$ cat config.mk
export PLATFORM = sky130hd
export DESIGN_NAME = iac_div
export DESIGN_NICKNAME = d
export VERILOG_FILES = /design/src/hdl/assert_macros.svh /design/src/hdl/iac_pkg.sv /design/src/hdl/iac_div.sv
export SDC_FILE = /design/constraint.sdc
export NUM_CORES = 1
export LEC_CHECK = 0
export ABC_AREA = 1
export CAP_MARGIN = 0
export CORE_UTILIZATION = 45
export CTS_BUF_LIST = sky130_fd_sc_hd__clkbuf_2 sky130_fd_sc_hd__clkbuf_4 sky130_fd_sc_hd__clkbuf_8
export CTS_CLUSTER_SIZE = 24
export DETAILED_ROUTE_END_ITERATION = 8
export DONT_BUFFER_PORTS = 1
export GPL_TIMING_DRIVEN = 0
export SLEW_MARGIN = 10
export SYNTH_ARGS = -nofsm -noshare
export SYNTH_HDL_FRONTEND = slang
export SYNTH_SLANG_ARGS = --single-unit
$ cat constraint.sdc
create_clock -name clk -period 8.4 [get_ports clk]
set_input_delay 1.68 -clock clk [delete_from_list [all_inputs] [get_ports clk]]
set_output_delay 1.68 -clock clk [all_outputs]
set_load 0.005 [all_outputs]
$ cat src/hdl/assert_macros.svh
// Assertion helpers for the RTL files; iac_back includes them.
// Each macro expects clk and arst_n to be in scope.
`ifndef ASSERT_MACROS_SVH
`define ASSERT_MACROS_SVH

// Same-cycle implication.
`define ASSERT_IMPL(lbl, ante, cons, msg) \
	lbl: assert property (@(posedge clk) disable iff (!arst_n) (ante) |-> (cons)) \
		else $error(msg);

// Next-cycle implication.
`define ASSERT_NEXT(lbl, ante, cons, msg) \
	lbl: assert property (@(posedge clk) disable iff (!arst_n) (ante) |=> (cons)) \
		else $error(msg);

`endif

$ cat src/hdl/iac_pkg.sv
// ----------------------------------------------------------------------------
// iac_pkg
// Types, constants and helper functions for the initial attitude block.
// ----------------------------------------------------------------------------
package iac_pkg;

	// Output fraction bits and the shift that rounds Q60 products to it
	localparam int FRAC_BITS = 14;
	localparam int RND_SH    = 60 - FRAC_BITS;

	// One in Q30
	localparam logic signed [31:0] ONE30 = 32'sh4000_0000;

	// Register reset values
	localparam logic [14:0] ACC_MIN_RST = 15'd8192;
	localparam logic [15:0] MAG_MIN_RST = 16'd200;
	localparam logic [15:0] MAG_MAX_RST = 16'd600;

	// Register indexes
	localparam logic [1:0] REG_ACC_MIN = 2'd0;
	localparam logic [1:0] REG_MAG_MIN = 2'd1;
	localparam logic [1:0] REG_MAG_MAX = 2'd2;

	// Queue between front and back (power of two)
	localparam int FQ_DEPTH = 4;
	localparam int FQ_AW    = $clog2(FQ_DEPTH);

	typedef struct packed {
		logic signed [15:0] acc_x;
		logic signed [15:0] acc_y;
		logic signed [15:0] acc_z;
		logic signed [15:0] mag_x;
		logic signed [15:0] mag_y;
		logic signed [15:0] mag_z;
	} iac_in_t;

	typedef struct packed {
		logic signed [15:0] q_w;
		logic signed [15:0] q_x;
		logic signed [15:0] q_y;
		logic signed [15:0] q_z;
		logic               tilt_ok;
		logic               heading_ok;
		logic               all_ok;
	} iac_out_t;

	// Classified request handed from front to back
	typedef struct packed {
		logic signed [15:0] ax;
		logic signed [15:0] ay;
		logic signed [15:0] az;
		logic               az_neg;
		logic signed [15:0] mx;
		logic signed [15:0] my;
		logic [31:0]        sa;
		logic [31:0]        gh;
		logic               tilt;
		logic               head;
	} iac_item_t;

	// Square root unit request
	typedef struct packed {
		logic        start;
		logic [63:0] rad;
	} iac_sq_req_t;

	// Divider request: unsigned numerator, divisor
	typedef struct packed {
		logic        start;
		logic [63:0] num;
		logic [31:0] den;
	} iac_dv_req_t;

	// Shared response of the iterative units
	typedef struct packed {
		logic        done;
		logic [31:0] val;
	} iac_rsp_t;

	function automatic logic [15:0] abs16(input logic signed [15:0] v);
		return v[15] ? 16'(-v) : 16'(v);
	endfunction

	function automatic logic [31:0] abs32(input logic signed [31:0] v);
		return v[31] ? 32'(-v) : 32'(v);
	endfunction

	function automatic logic [30:0] sq16(input logic signed [15:0] v);
		logic signed [31:0] p;
		p = v * v;
		return p[30:0];
	endfunction

	// Round a Q60 value to Q.FRAC_BITS, half away from zero, then saturate
	function automatic logic [15:0] out_comp(input logic signed [63:0] x);
		logic [63:0] m;
		logic [63:0] q;
		logic [63:0] lim;
		m   = x[63] ? 64'(-x) : 64'(x);
		q   = (m + (64'd1 << (RND_SH - 1))) >> RND_SH;
		lim = 64'd1 << FRAC_BITS;
		if (q > lim) q = lim;
		if (!x[63] && q > 64'd32767) q = 64'd32767;
		if (x[63] && q > 64'd32768) q = 64'd32768;
		return x[63] ? 16'(-q) : 16'(q);
	endfunction

endpackage

$ cat src/hdl/iac_div.sv
// ----------------------------------------------------------------------------
// iac_div
// Unsigned restoring divider with round half up: 32 quotient bits,
// one per cycle. The quotient must fit in 32 bits.
// ----------------------------------------------------------------------------
module iac_div (
	input  logic                 clk,
	input  logic                 arst_n,
	input  iac_pkg::iac_dv_req_t req,
	output iac_pkg::iac_rsp_t    rsp
);

	logic        busy_q, done_q;
	logic [4:0]  cnt_q;
	logic [31:0] rem_q, lo_q, den_q, quo_q;
	logic [63:0] num_rnd;
	logic [32:0] rem_n;
	logic        ge;

	// add half the divisor up front for rounding
	assign num_rnd = req.num + {33'd0, req.den[31:1]};
	assign rem_n   = {rem_q, lo_q[31]};
	assign ge      = rem_n >= {1'b0, den_q};

	assign rsp.done = done_q;
	assign rsp.val  = quo_q;

	// control
	always_ff @(posedge clk or negedge arst_n) begin
		if (!arst_n) begin
			busy_q <= 1'b0;
			done_q <= 1'b0;
			cnt_q  <= '0;
		end else begin
			done_q <= 1'b0;
			if (req.start) begin
				busy_q <= 1'b1;
				cnt_q  <= 5'd31;
			end else if (busy_q) begin
				cnt_q <= cnt_q - 1'b1;
				if (cnt_q == 5'd0) begin
					busy_q <= 1'b0;
					done_q <= 1'b1;
				end
			end
		end
	end

	// datapath
	always_ff @(posedge clk) begin
		if (req.start) begin
			rem_q <= num_rnd[63:32];
			lo_q  <= num_rnd[31:0];
			den_q <= req.den;
			quo_q <= '0;
		end else if (busy_q) begin
			rem_q <= ge ? 32'(rem_n - {1'b0, den_q}) : rem_n[31:0];
			lo_q  <= {lo_q[30:0], 1'b0};
			quo_q <= {quo_q[30:0], ge};
		end
	end

endmodule

* Word level (Yosys, flattened, before mapping)
Index checks and enable logic that the tools add are counted.
** Storage, ports and cells
- Memory bits (writable) :: 0
- Bits in registers :: 135
- Memory bits (read-only) :: 0
- Input port bits :: 99
- Memories kept :: 0
- Bits in latches :: 0
- Logic and storage cells :: 26
- Output and inout port bits :: 33
** Operators by class
- Mux-type cells :: 13
- Reductions and logical operators :: 2
- Divide/modulo/power cells :: 0
- $add $sub $neg :: 3
- Bitwise operators :: 0
- Shift operators :: 0
- Multiply operators :: 0
- Equal/unequal tests :: 0
- Magnitude comparators :: 1
** Operators with widths (number)
- 32-bit two-way mux :: 5
- 64-bit by 31-bit adder with 64-bit output :: 1
- 33-bit by 32-bit >= comparator with 1-bit output :: 1
- 32-bit subtractor :: 1
- 5-bit two-way mux :: 2
- 1-bit two-way mux :: 6
- 5-bit zero test :: 1
- 5-bit by 1-bit subtractor with 5-bit output (second input constant) :: 1
- 2-bit nonzero test :: 1

* Logic depth before layout (Yosys ltp)
- Depth after elaboration :: 4
- Mapped depth :: 18
- Gate-level depth less buffers :: 17

* Least setup slack after synthesis
OpenSTA, ideal clock, no wires.
- Path kind :: input port to flip-flop
- From :: input req[96] (netlist name)
- To :: register lo_q[0], enable pin
- Data arrival time :: 3796 ps
- Data required time :: 7946 ps
- Path buffers :: 1
- Setup slack :: 4151 ps
- Stages :: 3
- Library setup time :: 454 ps
- Cell sequence :: nor2_1 inv_1 clkbuf_1
** On the way
- Longest elaborated chain between the ends :: 1
** Ends and longest elaborated chain
- start: declaration :: RTL line iac_div.sv:9 : input iac_pkg::iac_dv_req_t req,
- 2-bit nonzero test (no line)
- end signal: assignment :: RTL line iac_div.sv:53 : lo_q <= num_rnd[31:0];
- end signal: assignment :: RTL line iac_div.sv:58 : lo_q <= {lo_q[30:0], 1'b0};
- end: declaration :: RTL line iac_div.sv:15 : logic [31:0] rem_q, lo_q, den_q, quo_q;
No other way between the ends.
A chain may end at the register's enable or synchronous reset.

* Worst setup path in the final report
- From :: input req[1] (netlist name)
- To :: register rem_q[0], data pin
** On the way
- Longest elaborated chain between the ends :: 2
** Ends and longest elaborated chain
- 64-bit by 31-bit adder with 64-bit output :: RTL line iac_div.sv:21 : assign num_rnd = req.num + {33'd0, req.den[31:1]};
- 32-bit two-way mux :: RTL line iac_div.sv:51 : if (req.start) begin
- end signal: assignment :: RTL line iac_div.sv:52 : rem_q <= num_rnd[63:32];
- end signal: assignment :: RTL line iac_div.sv:57 : rem_q <= ge ? 32'(rem_n - {1'b0, den_q}) : rem_n[31:0];
- end: declaration :: RTL line iac_div.sv:15
No other way between the ends.

==> reports/results.ini <==
[outcome]
status=completed

[min_path]
hold_class=reg -> reg

[final_layout]
drive_gt1_share_pct=3.944
fillerInstances=2813
layout_common_cells=nand2_1 (694), inv_1 (401), nor2_1 (154), nand3_1 (140), edfxtp_1 (96)
stdcell_count=2262
antennaDiodeCount=0
num-nets-final=2080
fin_area_mm2=0.01278
final_common_cell=nand2_1
area_growth_pct=7.242

[placed_design]
place_ws_ns=4.313
hpwl_um=35030
dpl.cell_count=2230
gp_congestion=0.9997
post_dp_cell_area_mm2=0.01237
io_buffers=0

[cts]
clock-sinks=135
root_buffer=clkbuf_8
path_clk_slew_ns=0.12
cts_buffers=17
cts_tree=built
ctsResizeCount=0
clockBufferDepth=2
post-cts-setup-buffers=0
cts_max_level=4
insertion_delay_ns=0.48
hold_buffers=0

[global_routing]
grt_start_max_net_pins=46
grtUsageMet1_pct=41.68
antenna_found_initial=0
busiest_layer=met2
grt_pass1_vias=10990
grt_pass1_wl_um=62390
grt_util_met2_pct=53.46
track_usage_pct=31.53
overflow=0
use_met3_pct=4.420

[routing]
drt_wl_total_um=41660
viasPerCell=5.124
firstDrtPassIters=5
drt_iter0_markers=932
drcViolationCount=0
ant_nets=0
num_vias=11590
wire_per_inst_um=18.42

[sta]
worst_pin_slew_ns=1.021
finalHoldViolCount=0
min_period_ns=3.655
setup_tns_ns=0
timing.fmax_mhz=273.6
timing.final.crit_share_pct=43.51
fin_ws_ns=4.745
slew_violations=0
setup_violations=0
rsz0062_at_grt=false
skew_ns=0.03267
maxSlewHeadroom_pct=31.96

[flow_run]
maxCapViolations=0

[yosys]
syn_inst=1894
yosys_warnings=0
synth_top_cell_area_share_pct=24.18
synth_top_family_by_area=simple AND/OR/NAND/NOR gates
synth_fa_ha_area_share_pct=7.159
synth_seq_area_share_pct=31.03
synth_xor_area_share_pct=2.866
yosysTopAreaCell=edfxtp_1
yosys.area_share.simple_pct=38.76
synth.distinct_cells=46
syn_area_mm2=0.01192
ys_ff_latch=135
synth_compound_area_share_pct=6.109
syn-num-nets=2060
synth.area.mux_share_pct=0
syn_area_per_cell_um2=6.294
synthTopCellsByArea=edfxtp_1 (24%), nand2_1 (22%), inv_1 (13%), ha_1 (6.8%), nand3_1 (5.9%)

[critical_path]
worstPathArrival_ns=3.87
cp-end-kind=register
required_ns=8.61
startpoint_type=input port
crit_type=in -> reg
path_max_fanout=4

[floorplan]
die_w_um=164.8
die_h_um=164.8
fp-row-count=59
ioPinCount=132
initial_core_util_pct=45.87
design.core.area_mm2=0.02598
die-area_mm2=0.02714

[power]
p_per_area_mw_per_mm2=246.0
p_clk_share_pct=18.6
leakage_uw=0.006755
intPower_uw=1686
comb_power_share_pct=51.8
power.switching_uw=1459
ir_drop_uv=181.4
power_frac_seq_pct=29.6
switching_share_pct=46.40

## power by group through the flow
stage / logic [uW] / registers, uW / clock network, uW
after detailed placement: 1610 / 943 / 0
final: 1630 / 930 / 586
after floorplan: 1210 / 921 / 0
after CTS: 1620 / 929 / 598
after global placement: 1590 / 939 / 0
after global routing: 1830 / 943 / 622
## per-stage QoR
| step | power, uW | hold WS (ns) | utilization [%] |
|---|---|---|---|
| finish | 3145 | 0.5111 | 49.20 |
| global route | 3391 | 0.5263 | 49.20 |
| CTS | 3144 | 0.5061 | 49.20 |
| detailed placement | 2548 | 0.4910 | 47.61 |
| global placement | 2534 | 0.4770 | 47.49 |
| floorplan | 2126 | 0.4517 | - |
## worst max-delay path: stages
cell and delay (ns):
ha_1 0.24, fa_1 0.29, nand2_1 0.09, o21ai_1 0.33
nand2_1 0.09, nand2_1 0.16, inv_1 0.06, o21bai_1 0.43
nand2_1 0.14, nand2_1 0.08, nand2_1 0.05, nand3_1 0.11
nand2_1 0.12
## path summary, 6_finish.rpt
| kind | endpoint | slack [ns] | cells past startpoint | startpoint |
|---|---|---|---|---|
| max | rem_q[0] | 4.75 | 13 | req[1] |
| min | quo_q[31] | 0.51 | 2 | quo_q[30] |
| max reg2reg | rem_q[0] | 5.42 | 15 | den_q[20] |
| min reg2reg | quo_q[31] | 0.51 | 2 | quo_q[30] |
| max in group asynchronous | cnt_q[1] | 7.43 | 0 | arst_n |
| min in group asynchronous | cnt_q[3] | 0.89 | 0 | arst_n |
## synth_stat cells, drive strengths merged
cell type  instances
nand2            703
inv              402
nor2             164
nand3            148
edfxtp            96
ha                65
o21ai             46
a21oi             37
xnor2             34
dfxtp             32
o22ai             31
nand4             25
nand3b            23
clkbuf            16
nor3              15
buf               12
dfrtp              7
o21bai             7
nor4               6
xor2               5
or2                4
a21boi             2
fa                 2
o31ai              2
a21o               1
a22oi              1
a31oi              1
and2               1
and3               1
clkinv             1
nor3b              1
o211ai             1
o21a               1
or3                1
## metal layers
metal / up-vias / wire [um]
met5: - / 0
met4: 0 / 986
met3: 51 / 1887
met2: 285 / 19760
met1: 5326 / 19030
li1: 5929 / -
## final cells by class
cell class,instances,area (um^2),area share (%)
inverter,403,1513,11.83
clock buffer,17,234.0,1.830
tap,335,419.2,3.279
sequential,135,3699,28.93
buffer,28,168.9,1.321
multi-input combinational,1328,6544,51.19
timing repair buffer,1,27.53,0.2153
clock inverter,15,178.9,1.400
## logic make-up after synthesis
family | count (synthesis)
buf+inv | 431
simple gates | 1092
flops | 135
fa+ha+maj | 67
xor+xnor | 39
compound gates | 130
## registers in the layout, indices dropped and copies added, names as in the netlist
name,count
lo_q,32
rem_q,32
den_q,32
cnt_q,5
done_q,1
busy_q,1
quo_q,32
(Power assumes the default switching activity.)
