$ cat src/hdl/assert_macros.svh
// Assertion helpers for the RTL files; iac_back includes them.
// Each macro expects clk and arst_n to be in scope.
`ifndef ASSERT_MACROS_SVH
`define ASSERT_MACROS_SVH

// Same-cycle implication.
`define ASSERT_IMPL(lbl, ante, cons, msg) \
	lbl: assert property (@(posedge clk) disable iff (!arst_n) (ante) |-> (cons)) \
		else $error(msg);

// Next-cycle implication.
`define ASSERT_NEXT(lbl, ante, cons, msg) \
	lbl: assert property (@(posedge clk) disable iff (!arst_n) (ante) |=> (cons)) \
		else $error(msg);

`endif

$ cat src/hdl/iac_pkg.sv
// ----------------------------------------------------------------------------
// iac_pkg
// Types, constants and helper functions for the initial attitude block.
// ----------------------------------------------------------------------------
package iac_pkg;

	// Output fraction bits and the shift that rounds Q60 products to it
	localparam int FRAC_BITS = 14;
	localparam int RND_SH    = 60 - FRAC_BITS;

	// One in Q30
	localparam logic signed [31:0] ONE30 = 32'sh4000_0000;

	// Register reset values
	localparam logic [14:0] ACC_MIN_RST = 15'd8192;
	localparam logic [15:0] MAG_MIN_RST = 16'd200;
	localparam logic [15:0] MAG_MAX_RST = 16'd600;

	// Register indexes
	localparam logic [1:0] REG_ACC_MIN = 2'd0;
	localparam logic [1:0] REG_MAG_MIN = 2'd1;
	localparam logic [1:0] REG_MAG_MAX = 2'd2;

	// Queue between front and back (power of two)
	localparam int FQ_DEPTH = 4;
	localparam int FQ_AW    = $clog2(FQ_DEPTH);

	typedef struct packed {
		logic signed [15:0] acc_x;
		logic signed [15:0] acc_y;
		logic signed [15:0] acc_z;
		logic signed [15:0] mag_x;
		logic signed [15:0] mag_y;
		logic signed [15:0] mag_z;
	} iac_in_t;

	typedef struct packed {
		logic signed [15:0] q_w;
		logic signed [15:0] q_x;
		logic signed [15:0] q_y;
		logic signed [15:0] q_z;
		logic               tilt_ok;
		logic               heading_ok;
		logic               all_ok;
	} iac_out_t;

	// Classified request handed from front to back
	typedef struct packed {
		logic signed [15:0] ax;
		logic signed [15:0] ay;
		logic signed [15:0] az;
		logic               az_neg;
		logic signed [15:0] mx;
		logic signed [15:0] my;
		logic [31:0]        sa;
		logic [31:0]        gh;
		logic               tilt;
		logic               head;
	} iac_item_t;

	// Square root unit request
	typedef struct packed {
		logic        start;
		logic [63:0] rad;
	} iac_sq_req_t;

	// Divider request: unsigned numerator, divisor
	typedef struct packed {
		logic        start;
		logic [63:0] num;
		logic [31:0] den;
	} iac_dv_req_t;

	// Shared response of the iterative units
	typedef struct packed {
		logic        done;
		logic [31:0] val;
	} iac_rsp_t;

	function automatic logic [15:0] abs16(input logic signed [15:0] v);
		return v[15] ? 16'(-v) : 16'(v);
	endfunction

	function automatic logic [31:0] abs32(input logic signed [31:0] v);
		return v[31] ? 32'(-v) : 32'(v);
	endfunction

	function automatic logic [30:0] sq16(input logic signed [15:0] v);
		logic signed [31:0] p;
		p = v * v;
		return p[30:0];
	endfunction

	// Round a Q60 value to Q.FRAC_BITS, half away from zero, then saturate
	function automatic logic [15:0] out_comp(input logic signed [63:0] x);
		logic [63:0] m;
		logic [63:0] q;
		logic [63:0] lim;
		m   = x[63] ? 64'(-x) : 64'(x);
		q   = (m + (64'd1 << (RND_SH - 1))) >> RND_SH;
		lim = 64'd1 << FRAC_BITS;
		if (q > lim) q = lim;
		if (!x[63] && q > 64'd32767) q = 64'd32767;
		if (x[63] && q > 64'd32768) q = 64'd32768;
		return x[63] ? 16'(-q) : 16'(q);
	endfunction

endpackage

$ cat src/hdl/iac_sqrt.sv
// ----------------------------------------------------------------------------
// iac_sqrt
// Integer square root of a 64-bit radicand, one root bit per cycle.
// ----------------------------------------------------------------------------
module iac_sqrt (
	input  logic                 clk,
	input  logic                 arst_n,
	input  iac_pkg::iac_sq_req_t req,
	output iac_pkg::iac_rsp_t    rsp
);

	logic        busy_q, done_q;
	logic [4:0]  cnt_q;
	logic [63:0] rad_q;
	logic [33:0] rem_q;
	logic [31:0] root_q;
	logic [33:0] rem_n, trial;
	logic        ge;

	assign rem_n = {rem_q[31:0], rad_q[63:62]};
	assign trial = {root_q, 2'b01};
	assign ge    = rem_n >= trial;

	assign rsp.done = done_q;
	assign rsp.val  = root_q;

	// control
	always_ff @(posedge clk or negedge arst_n) begin
		if (!arst_n) begin
			busy_q <= 1'b0;
			done_q <= 1'b0;
			cnt_q  <= '0;
		end else begin
			done_q <= 1'b0;
			if (req.start) begin
				busy_q <= 1'b1;
				cnt_q  <= 5'd31;
			end else if (busy_q) begin
				cnt_q <= cnt_q - 1'b1;
				if (cnt_q == 5'd0) begin
					busy_q <= 1'b0;
					done_q <= 1'b1;
				end
			end
		end
	end

	// datapath: bring down two bits, try the next root bit
	always_ff @(posedge clk) begin
		if (req.start) begin
			rad_q  <= req.rad;
			rem_q  <= '0;
			root_q <= '0;
		end else if (busy_q) begin
			rad_q  <= {rad_q[61:0], 2'b00};
			rem_q  <= ge ? rem_n - trial : rem_n;
			root_q <= {root_q[30:0], ge};
		end
	end

endmodule

$ cat config.mk
export PLATFORM = sky130hd
export DESIGN_NAME = iac_sqrt
export DESIGN_NICKNAME = d
export VERILOG_FILES = /design/src/hdl/assert_macros.svh /design/src/hdl/iac_pkg.sv /design/src/hdl/iac_sqrt.sv
export SDC_FILE = /design/constraint.sdc
export NUM_CORES = 1
export LEC_CHECK = 0
export BUFFER_PORTS_ARGS = -buffer_cell sky130_fd_sc_hd__clkbuf_2
export CAP_MARGIN = 20
export CORE_ASPECT_RATIO = 0.5
export CORE_MARGIN = 2
export CORE_UTILIZATION = 40
export CTS_BUF_LIST = sky130_fd_sc_hd__clkbuf_16
export CTS_CLUSTER_DIAMETER = 30
export CTS_CLUSTER_SIZE = 25
export DETAILED_ROUTE_END_ITERATION = 6
export GPL_TIMING_DRIVEN = 0
export PLACE_DENSITY = 0.55
export REMOVE_ABC_BUFFERS = 1
export SLEW_MARGIN = 20
export SYNTH_ARGS = -nofsm -noshare
export SYNTH_HDL_FRONTEND = slang
export SYNTH_SLANG_ARGS = --single-unit
$ cat constraint.sdc
create_clock -name clk -period 3.2 [get_ports clk]
set_clock_uncertainty 0.15 [all_clocks]
set_input_delay 0.32 -clock clk [delete_from_list [all_inputs] [get_ports clk]]
set_output_delay 0.32 -clock clk [all_outputs]
set_load 0.01 [all_outputs]
Yosys cells after proc, flatten, opt, wreduce, memory -nomap -nowiden
Index checks and enable logic that the tools add are counted.
- register bits after elaboration: 135
- input port bits: 67
- output and inout port bits: 33
- word-level logic and storage cells: 22
- add/sub/neg operators: 2
- magnitude comparators: 1
- mux-type cells: 11
- reductions and logical operators: 2
- operators by type and width (operator ; count):
    two-way mux 64 bit ; 2
    greater-or-equal comparator 34 bit ; 1
    two-way mux 32 bit ; 1
    subtractor 32 bit ; 1
    two-way mux 5 bit ; 2
    two-way mux 1 bit ; 6
    zero test 5 bit ; 1
    subtractor 5 x 1 -> 5 bit (second input constant) ; 1
    nonzero test 2 bit ; 1

Logic depth before layout (Yosys ltp)
Gate-level depths: netlist (run 1).
- depth after elaboration: 4
- mapped depth: 13
- mapped depth without buffers: 10

Worst setup path before layout (run 1)
Ideal clock, no wire load.
- path type: reg-to-reg
- start point: register root_q[10]
- end point: register rem_q[1]
- setup time: 0.086 ns
- arrival time: 2.696 ns
- required time: 2.964 ns
- path slack: 0.269 ns
- cell stages (with the launch flop): 12
- path buffers: 1
- clock period less this slack: 2.931 ns
- cell sequence: dfxtp_1 > inv_1 > ha_1 > a21oi_2 > nand2_1 > a221o_1 > o31ai_4 > a31oi_2 > o21ai_2 > buf_6 > mux2_1 > a211oi_1
- cells in the longest elaborated chain, start to end: 2
- RTL lines (what ; line ; text):
    from (decl) ; iac_sqrt.sv:16 ; logic [31:0] root_q;
    from (signal assigned) ; iac_sqrt.sv:57 ; root_q <= {root_q[30:0], ge};
    greater-or-equal comparator 34 bit ; iac_sqrt.sv:22 ; assign ge = rem_n >= trial;
    two-way mux 32 bit ; iac_sqrt.sv:56 ; rem_q <= ge ? rem_n - trial : rem_n;
    to (signal assigned) ; iac_sqrt.sv:56 ;
    to (decl) ; iac_sqrt.sv:15 ; logic [33:0] rem_q;
Every way passes these cells.
A chain may end at the register's enable or synchronous reset.

Worst setup path after layout (run 1)
- start point: register root_q[10]
- end point: register rem_q[18]
- cells in the longest elaborated chain, start to end: 2
- elaborated cells between the ends (all ways): 3
- those cells by class: add/sub (1); order compare (1); mux (1)
- RTL lines (what ; line):
    subtractor 32 bit or greater-or-equal comparator 34 bit (tied branches) ; iac_sqrt.sv:56, iac_sqrt.sv:22
    two-way mux 32 bit (*) ; iac_sqrt.sv:56
Every way passes the cells marked *; elsewhere a longest branch is shown, timed or not.

==> results of run 1 <==
==> registers in the layout, summed over array words and instances (netlist names) <==
register and flops:
rad_q 64, rem_q 32, root_q 32, busy_q 1, done_q 1, cnt_q 5
==> how the worst max path moves through the flow <==
stage | slack [ns] | cells past startpoint | start | to
CTS | 0.005 | 10 | root_q[3] | rem_q[30]
floorplan | -1.33 | 2 | busy_q | rad_q[0]
global placement | -3.28 | 2 | busy_q | rad_q[1]
detailed placement | -0.24 | 11 | root_q[7] | rem_q[1]
global route | -0.03 | 10 | root_q[10] | rem_q[30]
finish | 0.11 | 12 | root_q[10] | rem_q[18]
==> per-layer routing <==
layer  part of all wire  global-route usage  up-vias
met3              0.061              0.0579       12
met1               0.50               0.234     2603
li1                   -                   -     2767
met5                  0                   0        -
met2               0.43               0.255       95
met4             0.0096              0.0503        0
==> final cells by class <==
| type | count | area (µm²) |
|---|---|---|
| clock buffers | 17 | 425 |
| clock inverters | 15 | 178 |
| fillers | 1698 | 9240 |
| inverters | 43 | 164 |
| multi-input cells | 494 | 3900 |
| flip-flops and latches | 135 | 3390 |
| well taps | 240 | 300 |
| repair buffers | 118 | 748 |
==> power by group <==
part / switching (mW) / internal, mW
Combinational: 2.14 / 2.17
Clock: 0.802 / 1.23
Sequential: 0.138 / 2.06
==> logic make-up (layout without fill, tap and decap cells) <==
family | Yosys count | after routing | share of synthesized area
AOI/OAI and AO/OA | 144 | 144 | 0.135
xor gates and xnor gates | 30 | 30 | 0.0351
adders and majority gates | 36 | 36 | 0.0602
buffers and inverters | 83 | 193 | 0.0451
DFF | 135 | 135 | 0.452
muxes | 120 | 120 | 0.171
and+or+nand+nor | 164 | 164 | 0.102
==> metrics by stage <==
stage               power, mW  hold WS [ns]
floorplan                5.03        -0.126
global placement         5.76        0.0191
detailed placement       5.98        0.0256
CTS                      8.14        0.0152
global route             9.13        0.0197
finish                   8.54        0.0284
==> worst max-delay path: stages (launching register included) <==
cell and delay, ns:
dfxtp_2 0.35, inv_1 0.05, ha_2 0.33, a21oi_2 0.18, nand2_1 0.08, a221o_1 0.43
o31ai_4 0.31, a31oi_4 0.16, o21ai_4 0.22, buf_4 0.18, buf_16 0.17, mux2i_1 0.22
a211oi_1 0.09
==> Yosys cell counts, types with 3 or more instances <==
library cell  instances
a211oi_1             24
a21o_1               19
a21oi_1              31
a31oi_1               4
a41oi_1               4
and2_1                6
buf_1                 6
buf_4                 3
clkbuf_1             29
dfrtp_1               7
dfxtp_1              64
edfxtp_1             64
ha_1                 36
inv_1                43
mux2_2               62
mux2i_1              57
nand2_1              28
nand2b_1              9
nand3_1              11
nand4_1               6
nor2_1               78
nor2b_1               6
nor3_1                4
nor3b_1               3
o21a_1                6
o21ai_0              23
o21bai_1              4
or3_1                 3
xnor2_1              21
xor2_1                9
==> repair_timing <==
action | in CTS | in global routing
pin swaps | 3 | 8
cloned | 0 | 1
hold buffers | 1 | 0
gates resized for setup | 4 | 31
hold endpoints to repair | 7 | 0
setup endpoints to repair | 28 | 27
buffers inserted | 3 | 9
==> results.json, run 1 <==
{
  "hpwl_mm": 11.1,
  "place_inst": 1016,
  "fp.dieW_um": 197,
  "synth_seq_area_share": 0.452,
  "synth_edf_count": 64,
  "critical_path_arrival_ns": 3.20,
  "min_to": "rad_q[1]",
  "cts_root_buf": "clkbuf_16",
  "drtIter0Drc": 237,
  "cp.required_ns": 3.31,
  "io_pins": 100,
  "drive_above_1_share": 0.302,
  "worst_slack_ns": 0.111,
  "relSlewSlack": 0.451,
  "synth-seq-cells": 135,
  "yosys.area.top_type": "edfxtp_1",
  "crit_fanout": 15,
  "grtUsageTotal": 0.171,
  "clock_latency_ns": 0.42,
  "clock_sinks": 135,
  "core_area_um2": 18300,
  "timing.rr.start": "root_q[10]",
  "hold_class": "in -> reg",
  "final_max_slew_viol_count": 0,
  "path_clk_slew_ns": 0.07,
  "drc": 0,
  "worst-r2r-setup-slack_ns": 0.11,
  "wire_per_inst_um": 15.4,
  "leakagePower_nw": 4.03,
  "numCtsBuffers": 17,
  "tns_ns": 0,
  "vdd_drop_max_mv": 0.638,
  "min_period_ns": 3.09,
  "synth-main-ff-cell": "edfxtp_1",
  "overflow": 0,
  "via_count": 5477,
  "vias_per_cell": 5.16,
  "clk_path_buf_depth": 2,
  "stdcell_area_um2": 9100,
  "place_area_um2": 8250,
  "grt_max_degree": 74,
  "area_growth_pct": 21.7,
  "status": "finished clean",
  "place_ws_ns": -0.238,
  "max-cap-violations": 0,
  "routed_wl_mm": 16.3,
  "core.rowCount": 35,
  "die_h_um": 101,
  "tightest_slew_ns": 0.820,
  "gp_congestion": 0.799,
  "final_antenna_net_count": 0,
  "cts_tree": "done",
  "die_area_um2": 19900,
  "start_util": 0.408,
  "hold_start": "req[1]",
  "layout_common_cells": "98 x clkbuf_2, 78 x nor2_1, 64 x edfxtp_1",
  "timing.final.crit_share": 0.965,
  "start_kind": "register",
  "grt_pass1_vias": 5334,
  "max_freq_ghz": 0.324,
  "port-buffer-count": 99,
  "first_pass_iters": 4,
  "grt_antenna_before_repair": 0,
  "p_per_area_nw_per_um2": 937,
  "grt_pass1_wl_mm": 26.8,
  "whs_path_depth": 2,
  "yosys_warnings": 0,
  "r2r-end": "rem_q[18]",
  "instances_no_fill": 1062,
  "r2r_cells": 12,
  "synth.avg_cell_area_um2": 10.5,
  "finalHoldViolCount": 0,
  "synthDistinctLibCells": 62,
  "synth_area_um2": 7480,
  "setup_violations": 0,
  "syn_inst": 712,
  "path_class": "reg -> reg",
  "async_reset_ff_frac": 0.0519,
  "diodes": 0,
  "end_kind": "register",
  "synth_area_leaders": "edfxtp_1 26%, dfxtp_1 17%, mux2_2 9.3%",
  "htreeDepth": 4,
  "synth_top_area_share": 0.257,
  "fin_nets": 912,
  "postLayoutCoreUtil": 0.496,
  "layout_commonest_cell": "clkbuf_2"
}
(Power assumes the default switching activity.)
==> inputs of run 2 (changes only) <==
Settings changed: REMOVE_ABC_BUFFERS 1 to default.
==> results.json, run 2 (same netlist as run 1, synthesis figures left out) <==
{
  "cts_root_buf": "clkbuf_16",
  "start_util": 0.408,
  "hold_class": "in -> reg",
  "diodes": 0,
  "worst_slack_ns": 0.130,
  "place_inst": 1051,
  "worst-r2r-setup-slack_ns": 0.13,
  "hpwl_mm": 12.6,
  "path_clk_slew_ns": 0.06,
  "r2r-end": "rem_q[30]",
  "core.rowCount": 35,
  "r2r_cells": 10,
  "final_antenna_net_count": 0,
  "finalHoldViolCount": 0,
  "grt_antenna_before_repair": 0,
  "max-cap-violations": 0,
  "die_area_um2": 19900,
  "largest_register_ffs": 64,
  "p_per_area_nw_per_um2": 916,
  "htreeDepth": 4,
  "tightest_slew_ns": 0.860,
  "drive_above_1_share": 0.271,
  "path_class": "reg -> reg",
  "routed_wl_mm": 17.5,
  "first_pass_iters": 4,
  "numCtsBuffers": 17,
  "overflow": 0,
  "setup_violations": 0,
  "vias_per_cell": 5.14,
  "end_kind": "register",
  "max_stage_delay_ns": 0.43,
  "cp.required_ns": 3.37,
  "critical_path_arrival_ns": 3.24,
  "vdd_drop_max_mv": 0.544,
  "crit_chain": "inv_1 -> ha_1 -> a21o_1 -> a21oi_1 -> a2111oi_4 -> o31a_1 -> o211a_1 -> a2111oi_0 -> a2111oi_0 -> a211o_1",
  "reg_top3": "rad_q (64), rem_q (32), root_q (32)",
  "core_area_um2": 18300,
  "crit_path_frequent_cell": "a2111oi_0",
  "via_count": 5594,
  "timing.final.crit_share": 0.959,
  "cpMaxStageDelayCell": "a2111oi_0",
  "max_freq_ghz": 0.326,
  "final_max_slew_viol_count": 0,
  "drc": 0,
  "die_h_um": 101,
  "crit_fanout": 4,
  "fp.dieW_um": 197,
  "drtIter0Drc": 305,
  "min_to": "rad_q[1]",
  "top_register": "rad_q",
  "instances_no_fill": 1088,
  "crit_start": "root_q[2]",
  "relSlewSlack": 0.427,
  "clock_sinks": 135,
  "fin_nets": 938,
  "min_period_ns": 3.07,
  "clk_path_buf_depth": 2,
  "port-buffer-count": 98,
  "grt_pass1_vias": 5338,
  "leakagePower_nw": 3.99,
  "area_growth_pct": 21.3,
  "postLayoutCoreUtil": 0.495,
  "start_kind": "register",
  "grt_pass1_wl_mm": 28.0,
  "layout_common_cells": "98 x clkbuf_2, 78 x nor2_1, 64 x edfxtp_1",
  "grtUsageTotal": 0.182,
  "place_ws_ns": -0.119,
  "fill_cells": 1758,
  "gp_congestion": 0.830,
  "io_pins": 100,
  "hold_start": "req[1]",
  "status": "finished clean",
  "synthesis.nets": 815,
  "layout_commonest_cell": "clkbuf_2",
  "timing.rr.start": "root_q[2]",
  "clock_latency_ns": 0.42,
  "wire_per_inst_um": 16.1,
  "whs_path_depth": 2,
  "grt_max_degree": 63,
  "cts_tree": "done"
}
## run 2: cell count changes in the layout (fill, tap and decap cells not counted), sizes merged
cell      delta
clkinv       -1
clkbuf      +24
clkinvlp     +1
buf          +2
## run 2: worst max path at each step
stage | end | slack [ns] | depth (start not counted)
5_1_grt | rem_q[26] | -0.08 | 11
2_1_floorplan | rem_q[1] | 0.27 | 11
4_1_cts | rem_q[25] | 0.02 | 12
6_report | rem_q[30] | 0.13 | 10
3_3_place_gp | rad_q[15] | -0.81 | 4
3_5_place_dp | rem_q[25] | -0.12 | 12
## run 2: metrics by stage
step	TNS, ns	total power, mW	area (µm²)	hold slack [ns]
3_5_place_dp	-0.532	5.89	8300	0.0205
6_report	0	8.31	9070	0.0284
4_1_cts	0	8.12	8980	0.0139
3_3_place_gp	-51.89	5.87	8270	0.0189
5_1_grt	-0.351	8.86	9070	0.0193
2_1_floorplan	0	5.15	7480	-0.126
## run 2: metal layers
metal,share of wire,track usage,up-vias,wire length (µm)
met5,0,0,-,0
met1,0.50,0.252,2637,8790
met3,0.057,0.0636,21,1010
met2,0.43,0.268,97,7450
met4,0.014,0.0544,0,252
li1,-,-,2839,-
## run 2: layout make-up
cell class,count,area (µm²),share of cell area
multi-input cells,494,3870,0.427
flip-flops and latches,135,3380,0.372
repair buffers,107,581,0.0640
clock buffers,17,425,0.0469
well taps,240,300,0.0331
clock inverters,15,176,0.0194
plain buffers,37,174,0.0192
inverters,43,164,0.0181
## run 2: worst max-delay path: cells and delay by family (launching register included)
kind                     cells  cell delay [ns]
AO/OA/AOI/OAI                8             2.04
adder cells (fa/ha/maj)      1             0.35
flip-flops                   1             0.37
buffers and inverters        1             0.06
## run 2: timing repair
item / in CTS / in global routing
hold buffers: 1 / 0
resized for setup: 9 / 17
setup endpoints to repair: 14 / 25
setup buffers: 3 / 4
cloned: 0 / 0
pin swaps: 4 / 2
endpoints found under the hold margin: 7 / 0
## run 2: power breakdown
group,internal [mW],switching [mW]
logic,1.97,2.10
registers,2.05,0.139
clock network,1.23,0.811
total,5.26,3.05
