===== src/hdl/assert_macros.svh =====
// Assertion helpers for the RTL files; iac_back includes them.
// Each macro expects clk and arst_n to be in scope.
`ifndef ASSERT_MACROS_SVH
`define ASSERT_MACROS_SVH

// Same-cycle implication.
`define ASSERT_IMPL(lbl, ante, cons, msg) \
	lbl: assert property (@(posedge clk) disable iff (!arst_n) (ante) |-> (cons)) \
		else $error(msg);

// Next-cycle implication.
`define ASSERT_NEXT(lbl, ante, cons, msg) \
	lbl: assert property (@(posedge clk) disable iff (!arst_n) (ante) |=> (cons)) \
		else $error(msg);

`endif


===== src/hdl/iac_pkg.sv =====
// ----------------------------------------------------------------------------
// iac_pkg
// Types, constants and helper functions for the initial attitude block.
// ----------------------------------------------------------------------------
package iac_pkg;

	// Output fraction bits and the shift that rounds Q60 products to it
	localparam int FRAC_BITS = 14;
	localparam int RND_SH    = 60 - FRAC_BITS;

	// One in Q30
	localparam logic signed [31:0] ONE30 = 32'sh4000_0000;

	// Register reset values
	localparam logic [14:0] ACC_MIN_RST = 15'd8192;
	localparam logic [15:0] MAG_MIN_RST = 16'd200;
	localparam logic [15:0] MAG_MAX_RST = 16'd600;

	// Register indexes
	localparam logic [1:0] REG_ACC_MIN = 2'd0;
	localparam logic [1:0] REG_MAG_MIN = 2'd1;
	localparam logic [1:0] REG_MAG_MAX = 2'd2;

	// Queue between front and back (power of two)
	localparam int FQ_DEPTH = 4;
	localparam int FQ_AW    = $clog2(FQ_DEPTH);

	typedef struct packed {
		logic signed [15:0] acc_x;
		logic signed [15:0] acc_y;
		logic signed [15:0] acc_z;
		logic signed [15:0] mag_x;
		logic signed [15:0] mag_y;
		logic signed [15:0] mag_z;
	} iac_in_t;

	typedef struct packed {
		logic signed [15:0] q_w;
		logic signed [15:0] q_x;
		logic signed [15:0] q_y;
		logic signed [15:0] q_z;
		logic               tilt_ok;
		logic               heading_ok;
		logic               all_ok;
	} iac_out_t;

	// Classified request handed from front to back
	typedef struct packed {
		logic signed [15:0] ax;
		logic signed [15:0] ay;
		logic signed [15:0] az;
		logic               az_neg;
		logic signed [15:0] mx;
		logic signed [15:0] my;
		logic [31:0]        sa;
		logic [31:0]        gh;
		logic               tilt;
		logic               head;
	} iac_item_t;

	// Square root unit request
	typedef struct packed {
		logic        start;
		logic [63:0] rad;
	} iac_sq_req_t;

	// Divider request: unsigned numerator, divisor
	typedef struct packed {
		logic        start;
		logic [63:0] num;
		logic [31:0] den;
	} iac_dv_req_t;

	// Shared response of the iterative units
	typedef struct packed {
		logic        done;
		logic [31:0] val;
	} iac_rsp_t;

	function automatic logic [15:0] abs16(input logic signed [15:0] v);
		return v[15] ? 16'(-v) : 16'(v);
	endfunction

	function automatic logic [31:0] abs32(input logic signed [31:0] v);
		return v[31] ? 32'(-v) : 32'(v);
	endfunction

	function automatic logic [30:0] sq16(input logic signed [15:0] v);
		logic signed [31:0] p;
		p = v * v;
		return p[30:0];
	endfunction

	// Round a Q60 value to Q.FRAC_BITS, half away from zero, then saturate
	function automatic logic [15:0] out_comp(input logic signed [63:0] x);
		logic [63:0] m;
		logic [63:0] q;
		logic [63:0] lim;
		m   = x[63] ? 64'(-x) : 64'(x);
		q   = (m + (64'd1 << (RND_SH - 1))) >> RND_SH;
		lim = 64'd1 << FRAC_BITS;
		if (q > lim) q = lim;
		if (!x[63] && q > 64'd32767) q = 64'd32767;
		if (x[63] && q > 64'd32768) q = 64'd32768;
		return x[63] ? 16'(-q) : 16'(q);
	endfunction

endpackage


===== src/hdl/iac_fifo.sv =====
// ----------------------------------------------------------------------------
// iac_fifo
// Short request queue between the front and the back.
// ----------------------------------------------------------------------------
module iac_fifo (
	input  logic                clk,
	input  logic                arst_n,
	input  logic                push,
	input  iac_pkg::iac_item_t  wdata,
	output logic                full,
	input  logic                pop,
	output iac_pkg::iac_item_t  rdata,
	output logic                empty
);

	iac_pkg::iac_item_t           mem_q [iac_pkg::FQ_DEPTH];
	logic [iac_pkg::FQ_AW-1:0]    wp_q, rp_q;
	logic [iac_pkg::FQ_AW:0]      cnt_q;

	assign full  = cnt_q == (iac_pkg::FQ_AW+1)'(iac_pkg::FQ_DEPTH);
	assign empty = cnt_q == '0;
	assign rdata = mem_q[rp_q];

	// pointers and fill level
	always_ff @(posedge clk or negedge arst_n) begin
		if (!arst_n) begin
			wp_q  <= '0;
			rp_q  <= '0;
			cnt_q <= '0;
		end else begin
			if (push) wp_q <= wp_q + 1'b1;
			if (pop)  rp_q <= rp_q + 1'b1;
			if (push && !pop) cnt_q <= cnt_q + 1'b1;
			else if (pop && !push) cnt_q <= cnt_q - 1'b1;
		end
	end

	// storage
	always_ff @(posedge clk) begin
		if (push) mem_q[wp_q] <= wdata;
	end

endmodule


===== config.mk =====
export PLATFORM = sky130hd
export DESIGN_NAME = iac_fifo
export DESIGN_NICKNAME = d
export VERILOG_FILES = /design/src/hdl/assert_macros.svh /design/src/hdl/iac_pkg.sv /design/src/hdl/iac_fifo.sv
export SDC_FILE = /design/constraint.sdc
export NUM_CORES = 1
export LEC_CHECK = 0
export ABC_AREA = 1
export BUFFER_PORTS_ARGS = -buffer_cell sky130_fd_sc_hd__buf_2
export CORE_MARGIN = 1
export CORE_UTILIZATION = 30
export DETAILED_ROUTE_END_ITERATION = 12
export HOLD_SLACK_MARGIN = 0.1
export PLACE_DENSITY_LB_ADDON = 0.1
export SLEW_MARGIN = 20
export SYNTH_ARGS = -nofsm -noshare
export SYNTH_HDL_FRONTEND = slang
export SYNTH_SLANG_ARGS = --single-unit

===== constraint.sdc =====
create_clock -name clk -period 5.3 [get_ports clk]
set_input_delay 1.06 -clock clk [delete_from_list [all_inputs] [get_ports clk]]
set_output_delay 1.06 -clock clk [all_outputs]
set_load 0.01 [all_outputs]

# Yosys cells after proc, flatten, opt, wreduce, memory -nomap -nowiden
# Memories as Yosys holds them, arrays and structs flattened.
# Cells that the tools add are included.
[totals]
reg_bits = 7
latch_bits = 0
ramBits = 588
rom_bits = 0
input_bits = 151
elab_cells = 19
mem_count = 1
[mem_list]
columns = ["memory", "depth", "width", "rd", "rd_clocked_by_memory_dff", "wr", "line_no", "text"]
rows = [
  ["mem_q", 4, 147, 1, 0, 1, "iac_fifo.sv:16", "iac_pkg::iac_item_t mem_q [iac_pkg::FQ_DEPTH];"],
]
[op_classes]
add_sub_neg = 4
mul = 0
div = 0
magnitude_cmp = 0
eq_ne = 1
shifts = 0
mux = 4
n_bitwise = 0
reduce_logical = 6
[op_table]
columns = ["operator", "count"]
rows = [
  ["3-bit 2-to-1 mux", 2],
  ["2-bit by 1-bit adder with 2-bit output, second input constant", 2],
  ["3-bit by 1-bit adder with 3-bit output, second input constant", 1],
  ["3-bit == test, second input constant", 1],
  ["3-bit logical NOT", 1],
  ["3-bit by 1-bit subtractor with 3-bit output, second input constant", 1],
  ["1-bit logical AND", 2],
  ["1-bit logical NOT", 2],
  ["1-bit 2-to-1 mux", 2],
  ["2-bit nonzero test", 1],
]

# Depth between registers and ports, before layout
# Gate-level depths: netlist of the first run.
[depth]
ltp_word = 4
ltp_mapped = 9
depth_no_buf = 9

# Least setup slack after synthesis of the first run
# Ideal clock, no wire load.
[synth_path]
path_kind = "input -> register"
start = "in push"
end = "mem mem_q[0][0] (netlist name), enable pin"
arrival_time_ns = 4.193
setup_slack_ns = 0.606
path_stages = 3
n_path_buf = 1
path_cell_list = "clkbuf_1 > nand2_1 > inv_1"
[synth_between]
elab_chain_cells = 2
[synth_rtl]
columns = ["element", "line_no", "text"]
rows = [
  ["start, declared", "iac_fifo.sv:8", "input logic push,"],
  ["1-bit 2-to-1 mux", "iac_fifo.sv:40", "if (push) mem_q[wp_q] <= wdata;"],
  ["1-bit 2-to-1 mux (not written as such)", "iac_fifo.sv:40", ""],
  ["end, declared", "iac_fifo.sv:16", ""],
]
# No other way between the ends.

==> results of run 1 <==
## through the flow
stage / power, mW / util
4_1_cts: 16.8 / 0.363
3_3_place_gp: 12.3 / 0.338
5_1_grt: 17.5 / 0.363
2_1_floorplan: 10.2 / -
6_report: 16.4 / 0.363
3_5_place_dp: 12.4 / 0.338
## critical path: stages, from the launching register on
cell	delay, ns
dfrtp_4	1.05
buf_12	0.38
o211ai_1	0.24
nand2_1	0.16
buf_2	0.14
## routing by layer
| layer | vias to the layer above | share of wire | GRT usage |
|---|---|---|---|
| met4 | 18 | 0.024 | 0.0428 |
| met3 | 114 | 0.061 | 0.0395 |
| met2 | 281 | 0.46 | 0.219 |
| li1 | 6766 | - | - |
| met1 | 6670 | 0.45 | 0.181 |
| met5 | - | 0.0022 | 0 |
## area by class of cell
class                   instances  area [um2]  area share
well taps                    1050        1310      0.0456
clock buffers                  96        1890      0.0657
repair buffers                327        1870      0.0649
clock inverters                26         136     0.00474
flip-flops and latches        595       17800       0.620
diodes                          1        2.50   0.0000869
multi-input cells             763        4560       0.158
inverters                     306        1180      0.0409
## registers in the layout, indices dropped and copies added, names as in the netlist
name / cells
wp_q: 2
cnt_q: 3
mem_q: 588
rp_q: 2
## worst min-delay path by stage
| stage | endpoint | slack [ns] | depth (start not counted) |
|---|---|---|---|
| global placement | cnt_q[2] | 0.50 | 2 |
| global route | wp_q[0] | 0.27 | 1 |
| detailed placement | cnt_q[2] | 0.50 | 2 |
| floorplan | cnt_q[2] | 0.46 | 2 |
| finish | cnt_q[0] | 0.29 | 1 |
| CTS | cnt_q[0] | 0.25 | 1 |
## cell usage in the layout, fill, tap and decap left out, drive strengths merged
cell type / instances
xor2: 3
fa: 1
nand4: 1
buf: 327
diode: 1
nor3: 2
xnor2: 1
nand3: 1
clkinv: 22
o21ai: 1
edfxtp: 588
o211ai: 294
inv: 309
nand2: 454
dfrtp: 7
clkinvlp: 1
ha: 5
clkbuf: 96
## power by group through the flow
stage | clock network, mW | registers (mW) | logic (mW)
after global placement | 0 | 6.57 | 5.78
after detailed placement | 0 | 6.59 | 5.80
final | 4.32 | 6.48 | 5.60
after global routing | 4.64 | 6.56 | 6.26
after floorplan | 0 | 6.54 | 3.66
after CTS | 4.48 | 6.49 | 5.81
## cells by family after synthesis
| family | count (synthesis) | synth area share |
|---|---|---|
| buf+inv | 405 | 0.0709 |
| compound gates | 295 | 0.113 |
| flops | 595 | 0.740 |
| fa+ha+maj | 6 | 0.00343 |
| xor+xnor | 4 | 0.00145 |
| simple gates | 458 | 0.0716 |
==> results by group, run 1 <==
Pwr
  – Clock power share: 0.263
  – Switch Pwr: a little under 6 mW
  – Pwr dens: 570 nW/um2
  – Comb pwr share: 0.342
  – Worst vdd ir: 404 uV
  – Leak: 11.4 nW
  – Flop pwr share: 0.395
  – Sw frac: 0.359
  – Cell internal pwr: approximately 11 mW

Critical path
  – Crit Path Category: flop to output pin
  – Crit end category: output pin
  – Crit path to: rdata[55]
  – Crit Path Max Fanout: 69
  – Worst reg-to-reg setup slack: about 3 ns
  – R2r endpoint: mem_q[1][78]
  – Worst setup SP type: flop
  – FF-to-FF Start: wp_q[1]
  – Req. time, crit path: ~4.2 ns
  – Worst Setup SP: rp_q[0]
  – FF-to-FF path depth: 5
  – CP Data Arrival Time: approximately 2.7 ns

Synth
  – Synth top area cells: edfxtp_1, nand2_1, o211ai_1, o211ai_2, inv_1
  – Yosys warnings: 0
  – Post-Syn Area: between 20000 and 25000 um2
  – Area share of the largest cell type after synthesis: 0.733
  – Most frequent cell after synthesis: edfxtp_1
  – Synth top cells by count: edfxtp_1, nand2_1, inv_1
  – Syn_nets: 1920
  – Avg Cell Area, Syn: between 10 and 15 um2
  – Flops & latches, synth: between 500 and 600
  – Asr flop ratio synth: 0.0118
  – Cell taking the most area after synthesis: edfxtp_1
  – Ys flop type: edfxtp_1
  – Distinct cells, synth: 18
  – Synthesized instance count: between 1500 and 2000
  – Sequential fraction of the synthesis area: 0.740
  – EDFF count, synth: a little under 600

Timing
  – RSZ-0062 raised after global routing: false
  – Normalized max-slew margin: 0.281
  – Final Critical Period: between 3 and 4 ns
  – Final hold vios: 0
  – Final hold slack: between 0.2 and 0.3 ns
  – Slew @ Worst Pin: 1.08 ns
  – Fin crit share: 0.712
  – Clock Skew: 0.0229 ns
  – Setup tns final: 0 ns
  – Final Max Slew Viols: 0
  – Setup violations, final: 0
  – Setup slack after layout: around 1.5 ns
  – Fmax: 265 MHz

Outcome
  – Status: finished, final reports clean

Floorplan
  – Die area: roughly 81000 um2
  – Die W: around 290 um
  – Core outline area: between 70000 and 80000 um2
  – Ports: 300
  – Die Y: roughly 290 um
  – FP Rows: a little over 100
  – Initial Utilization: 0.304

Clock network
  – CTS tree: built
  – Clock sinks: just under 600
  – Post-CTS setup buffer count: 0
  – Clk pin slew, worst setup/hold paths: around 0.05 ns
  – Clock tree buffer depth: 3
  – Clock network latency to the later pin of the worst-skew pair: around 0.59 ns
  – Clock root buffer master: clkbuf_16
  – Post-CTS Hold Buffers: 0
  – H-tree depth: 3
  – Cts repair resizes: 0
  – Inserted Clock Buffers: 71

Place
  – PortBufs: ~300
  – HPWL after detailed placement: ~31 mm
  – Gpl congestion: 0.731
  – Placed Area: approximately 27000 um2
  – Pre-CTS setup slack: 2.12 ns
  – Dpl cells: a little over 3000

Routing
  – DR iter-0 viols: 550
  – Vias per cell: approximately 4.4
  – DRT antenna net count: 0
  – Vias: roughly 14000
  – Wirelength per Cell: about 18 um
  – Total routed wirelength: 56.3 mm
  – Drc violations: 0
  – DR pass1 iterations: 5

Final layout
  – # nets final: between 2000 and 2500
  – Final Instance Area: around 29000 um2
  – Share of cells above drive strength 1: 0.245
  – Final Non-Filler Cells: around 3200
  – Area Growth Syn to Fin: 19.5%
  – Fill cells: 7680

GRT
  – Total GRT Usage: 0.138
  – Total grt overflow: 0
  – Vias in the first global route: around 14000
  – Initial antenna violation count: 10
  – First-pass GRT wire length: around 85 mm
  – Largest net degree at the start of global routing: around 150

Job
  – Max Cap Viol: 0

Min path
  – Min-delay worst type: input pin to asynchronous set/reset pin
(Power assumes the default switching activity.)
==> run 2: changes to the inputs <==
--- a/config.mk
+++ b/config.mk
@@ -5,7 +5,7 @@
 export SDC_FILE = /design/constraint.sdc
 export NUM_CORES = 1
 export LEC_CHECK = 0
-export ABC_AREA = 1
+export ABC_AREA = 0
 export BUFFER_PORTS_ARGS = -buffer_cell sky130_fd_sc_hd__buf_2
 export CORE_MARGIN = 1
 export CORE_UTILIZATION = 30
==> constraint.sdc (replaced) <==
create_clock -name clk -period 3 [get_ports clk]
set_input_delay 0.6 -clock clk [delete_from_list [all_inputs] [get_ports clk]]
set_output_delay 0.6 -clock clk [all_outputs]
set_load 0.01 [all_outputs]
==> results by group, run 2 <==
GRT
  – Total GRT Usage: 0.131
  – Initial antenna violation count: 10
  – Vias in the first global route: about 11000
  – Largest net degree at the start of global routing: 72
  – First-pass GRT wire length: slightly above 70 mm
  – Total grt overflow: 0

Floorplan
  – Die Y: roughly 270 um
  – FP Rows: 98
  – Initial Utilization: 0.303
  – Core outline area: between 70000 and 80000 um2
  – Die area: about 73000 um2
  – Die W: 270 um
  – Ports: 300

Timing
  – RSZ-0062 raised after global routing: false
  – Setup tns final: 0 ns
  – Final hold vios: 0
  – Slew @ Worst Pin: between 0.5 and 0.6 ns
  – Final Max Slew Viols: 0
  – Fmax: 351 MHz
  – Normalized max-slew margin: 0.610
  – Final Critical Period: ~2.9 ns
  – Fin crit share: 0.951
  – Final hold slack: between 0.2 and 0.25 ns
  – Setup violations, final: 0
  – Clock Skew: around 0.021 ns

Synth
  – Cell taking the most area after synthesis: edfxtp_1
  – Flops & latches, synth: slightly below 600
  – Synth top cells by count: edfxtp_1, mux4_2, buf_2
  – Distinct cells, synth: 20
  – Synth top area cells: edfxtp_1, mux4_2, dfrtp_1, buf_6, buf_2
  – Synthesized instance count: approximately 800
  – Yosys warnings: 0
  – Syn_nets: 959
  – Asr flop ratio synth: 0.0118
  – Post-Syn Area: 21600 um2
  – Sequential fraction of the synthesis area: 0.825
  – Area share of the largest cell type after synthesis: 0.817
  – Ys flop type: edfxtp_1
  – Avg Cell Area, Syn: about 27 um2
  – Most frequent cell after synthesis: edfxtp_1
  – EDFF count, synth: between 500 and 600

Clock network
  – CTS tree: built
  – Clock sinks: slightly below 600
  – Clock network latency to the later pin of the worst-skew pair: approximately 0.58 ns
  – Post-CTS setup buffer count: 0
  – Clock tree buffer depth: 3
  – Clock root buffer master: clkbuf_16
  – H-tree depth: 3
  – Clk pin slew, worst setup/hold paths: around 0.060 ns
  – Inserted Clock Buffers: 69

Final layout
  – Fin util: 0.377
  – Final Instance Area: 26900 um2
  – Share of cells above drive strength 1: 0.478
  – Most common cell after layout, fill and taps aside: edfxtp_1
  – Register name with the most flops: mem_q
  – Most frequent cells in the layout: edfxtp_1, buf_2, mux4_2, clkbuf_16, buf_12
  – Biggest regs: mem_q x588, cnt_q x3
  – Max FFs per register: 588
  – # nets final: 1345
  – Fill cells: around 6600
  – Area Growth Syn to Fin: 24.6%

Critical path
  – Req. time, crit path: 2.40 ns
  – Bufs and invs on worst path: 3
  – Critical path's top delay family: buffers and inverters
  – Crit end category: output pin
  – CP max stage delay: roughly 0.54 ns
  – CP Cell Sequence: buf_12 -> buf_4 -> mux4_2 -> buf_2
  – Crit-path slowest cell: mux4_2
  – Worst setup SP type: flop
  – CP Data Arrival Time: 2.25 ns
  – Crit Path Category: flop to output pin
  – Crit Path Max Fanout: 20

Job
  – Max Cap Viol: 0

Pwr
  – Cell internal pwr: around 19 mW
  – Comb pwr share: 0.295
  – Pwr Total: 27.0 mW
  – Flop pwr share: 0.414
  – Pwr dens: between 1000 and 1500 nW/um2
  – Worst vdd ir: about 420 uV
  – Leak: between 9 and 10 nW
  – Sw frac: 0.291
  – Clock power share: 0.291
  – Switch Pwr: slightly below 8 mW

Place
  – Gpl congestion: about 0.69
  – PortBufs: ~300
  – HPWL after detailed placement: roughly 29 mm
  – Placed Area: roughly 25000 um2

Routing
  – DRT antenna net count: 0
  – Vias per cell: ~4.5
  – DR pass1 iterations: 6
  – Wirelength per Cell: 21.8 um
  – Vias: around 9800
  – DR iter-0 viols: roughly 460
  – Drc violations: 0
  – Total routed wirelength: 47.7 mm

Outcome
  – Status: finished, final reports clean

Min path
  – Min-delay worst type: input pin to flop
run 2: cell types whose count changed after synthesis, moves of 2 or more:
| cell | delta |
|---|---|
| nand2_1 | -452 |
| mux4_2 | +147 |
| o211ai_1 | -194 |
| buf_4 | -2 |
| and2_1 | +4 |
| clkbuf_1 | -13 |
| buf_6 | +2 |
| buf_2 | -54 |
| o211ai_2 | -100 |
| inv_1 | -302 |
run 2: area by class of cell:
cell class,instances,area (um2),share of cell area
flip-flops and latches,595,17800,0.663
multi-input cells,170,3520,0.131
repair buffers,348,2230,0.0829
clock buffers,88,1820,0.0676
well taps,950,1190,0.0441
clock inverters,35,303,0.0112
inverters,4,15.0,0.000558
diodes,2,5.00,0.000186
run 2: final timing paths:
check,start,endpoint,slack [ns],depth (start not counted)
max in group asynchronous,arst_n,rp_q[1],2.33,2
setup / recovery,rp_q[0],rdata[141],0.15,4
hold reg to reg,cnt_q[2],cnt_q[2],0.50,1
min in group asynchronous,arst_n,cnt_q[1],0.42,2
hold / removal,wdata[32],mem_q[2][32],0.22,1
setup reg to reg,wp_q[0],mem_q[2][100],1.18,4
run 2: cells by family (layout without fill, tap and decap cells):
family	Yosys count	in the layout	synth area share
AND/OR/NAND/NOR	9	9	0.00226
buffers and inverters	37	475	0.0123
AO/OA/AOI/OAI	1	1	0.000231
XOR/XNOR	6	6	0.00243
multiplexers	148	148	0.154
flip-flops	595	595	0.825
adder cells (fa/ha/maj)	6	6	0.00382
other	0	2	0
run 2: worst reg2reg max path, stage by stage, from the launching register on:
cell	delay [ns]
dfrtp_1	0.42
inv_1	0.10
ha_1	0.14
and2_4	0.51
buf_4	0.33
run 2: routing by layer:
metal,vias to the layer above,routed length (um),track usage
li1,4275,-,-
met1,5199,19900,0.164
met2,235,23600,0.215
met3,87,3260,0.0451
met4,16,836,0.0378
met5,-,102,0
run 2: metrics by stage:
stage / instances / setup slack, ns
global placement: 2064 / 0.652
global route: 2191 / 0.00192
floorplan: 802 / 0.134
finish: 2192 / 0.147
CTS: 2188 / 0.0000573
detailed placement: 2064 / 0.633
run 2: what timing repair did:
item / 4_1_cts / 5_1_grt
hold endpoints to repair: 7 / 0
gates resized for setup: 1 / 2
hold buffers: 1 / 0
gates cloned: 0 / 2
setup endpoints to repair: 4 / 28
run 2: power groups by stage:
stage	clock, mW	sequential, mW	combinational, mW
after floorplan	0	11.3	4.78
after global placement	0	11.3	8.23
after detailed placement	0	11.4	8.19
after CTS	8.18	11.2	8.23
after global routing	8.48	11.3	8.63
final	7.87	11.2	7.97
==> run 3: changes to the inputs <==
--- a/config.mk
+++ b/config.mk
@@ -12,6 +12,7 @@
 export DETAILED_ROUTE_END_ITERATION = 12
 export HOLD_SLACK_MARGIN = 0.1
 export PLACE_DENSITY_LB_ADDON = 0.1
+export RECOVER_POWER = 50
 export SLEW_MARGIN = 20
 export SYNTH_ARGS = -nofsm -noshare
 export SYNTH_HDL_FRONTEND = slang
==> results by group, run 3 (synthesis gave the netlist of run 2 again) <==
Timing
  – Final hold vios: 0
  – Final Max Slew Viols: 16
  – Clock Skew: 0.0203 ns
  – Final Critical Period: around 2.9 ns
  – RSZ-0062 raised after global routing: false
  – Fmax: between 300 and 400 MHz
  – Slew @ Worst Pin: ~1.7 ns
  – Setup slack after layout: between 0.1 and 0.15 ns
  – Fin crit share: 0.951
  – Normalized max-slew margin: -0.110
  – Setup violations, final: 0
  – Setup tns final: 0 ns

Critical path
  – Crit-path slowest cell: mux4_2
  – Crit Path Category: flop to output pin
  – CP Cell Sequence: buf_12 -> buf_4 -> mux4_2 -> buf_2
  – Crit end category: output pin
  – Worst setup SP type: flop
  – Crit Path Max Fanout: 20
  – Req. time, crit path: 2.40 ns
  – Critical path's top delay family: buffers and inverters
  – Bufs and invs on worst path: 3
  – CP max stage delay: between 0.5 and 0.6 ns
  – CP Data Arrival Time: around 2.3 ns

Clock network
  – CTS tree: built
  – Inserted Clock Buffers: a little under 70
  – H-tree depth: 3
  – Clock root buffer master: clkbuf_16
  – Post-CTS setup buffer count: 0
  – Clock network latency to the later pin of the worst-skew pair: roughly 0.58 ns
  – Clock sinks: roughly 600
  – Clock tree buffer depth: 3
  – Clk pin slew, worst setup/hold paths: roughly 0.060 ns

Place
  – Placed Area: ~25000 um2
  – HPWL after detailed placement: around 30 mm
  – PortBufs: approximately 300
  – Pre-CTS setup slack: roughly 0.63 ns
  – Gpl congestion: a little under 0.7

Outcome
  – Status: complete, but fails checks
  – Failing checks: capacitance limit, slew limit

Min path
  – Min-delay worst type: input pin to flop

Floorplan
  – Die W: ~270 um
  – Ports: 300
  – FP Rows: 98
  – Initial Utilization: 0.303
  – Die area: 73100 um2
  – Die Y: between 200 and 300 um
  – Core outline area: 71400 um2

Final layout
  – Most frequent cells in the layout: edfxtp_1, clkbuf_1, buf_2, mux4_2, clkbuf_16
  – Share of cells above drive strength 1: 0.353
  – Fill cells: between 6000 and 7000
  – Area Growth Syn to Fin: 23.5%
  – Register name with the most flops: mem_q
  – Most common cell after layout, fill and taps aside: edfxtp_1
  – Final Instance Area: roughly 27000 um2
  – Storage element area: about 18000 um2
  – Area occupied by multi-input gates: 3510 um2
  – # nets final: roughly 1300
  – Biggest regs: mem_q x588, cnt_q x3
  – Max FFs per register: between 500 and 600

Pwr
  – Worst vdd ir: 425 uV
  – Leak: about 8.7 nW
  – Pwr dens: about 1000 nW/um2

Routing
  – Vias: ~9800
  – Wirelength per Cell: 21.8 um
  – Drc violations: 0
  – DRT antenna net count: 0
  – Vias per cell: approximately 4.5
  – DR iter-0 viols: 472
  – DR pass1 iterations: 4
  – Total routed wirelength: between 40 and 50 mm

GRT
  – Total GRT Usage: 0.131
  – First-pass GRT wire length: slightly above 70 mm
  – Total grt overflow: 0
  – Vias in the first global route: 10900
  – Initial antenna violation count: 6
  – Largest net degree at the start of global routing: ~70

Job
  – Max Cap Viol: 1
==> run 3: worst reg2reg max path, cell delays in order, from the launching register on <==
cell	delay, ns
dfrtp_1	0.39
inv_1	0.10
ha_1	0.14
and2_0	0.68
clkbuf_2	0.92
==> run 3: worst paths after layout <==
| check | startpoint | end | slack, ns | depth (start not counted) |
|---|---|---|---|---|
| max in group asynchronous | arst_n | rp_q[1] | 1.95 | 2 |
| setup / recovery | rp_q[0] | rdata[141] | 0.15 | 4 |
| hold reg to reg | cnt_q[2] | cnt_q[2] | 0.50 | 1 |
| setup reg to reg | wp_q[1] | mem_q[1][39] | 0.33 | 4 |
| min in group asynchronous | arst_n | cnt_q[1] | 0.55 | 2 |
| hold / removal | wdata[113] | mem_q[0][113] | 0.27 | 1 |
==> run 3: what timing repair did <==
item                                    in CTS  in global routing
gates cloned                                 0                  2
hold buffers                                 1                  0
endpoints found under the setup margin       4                 28
hold endpoints to repair                     7                  0
gates resized for setup                      1                  2
==> run 3: layout make-up <==
class / instances / share of cell area
antenna: 1 / 0.0000938
clock buffer: 88 / 0.0682
clock inverter: 35 / 0.0113
inverter: 4 / 0.000563
multi-input combinational: 170 / 0.132
sequential: 595 / 0.668
tap: 950 / 0.0445
timing repair buffer: 348 / 0.0752
==> run 3: report_power, final <==
| group | switching [mW] | total, mW | internal [mW] |
|---|---|---|---|
| sequential | 0.331 | 11.2 | 10.9 |
| combinational | 4.30 | 7.90 | 3.60 |
| clock | 3.23 | 7.87 | 4.64 |
==> run 3: through the flow <==
stage,utilization,hold slack [ns],total power [mW],std cells
floorplan,-,0.304,16.1,802
global placement,0.346,0.474,19.6,2064
detailed placement,0.346,0.486,19.6,2064
CTS,0.376,0.163,27.6,2188
global route,0.374,0.230,28.4,2191
finish,0.374,0.269,27.0,2191
==> run 3: per-layer routing <==
metal  GRT usage  vias to the layer above  part of all wire  wire length (um)
li1            -                     4271                 -                 -
met1       0.164                     5215              0.42             20000
met2       0.215                      233              0.49             23600
met3      0.0451                       80             0.068              3240
met4      0.0378                       10             0.017               822
met5           0                        -            0.0014                68
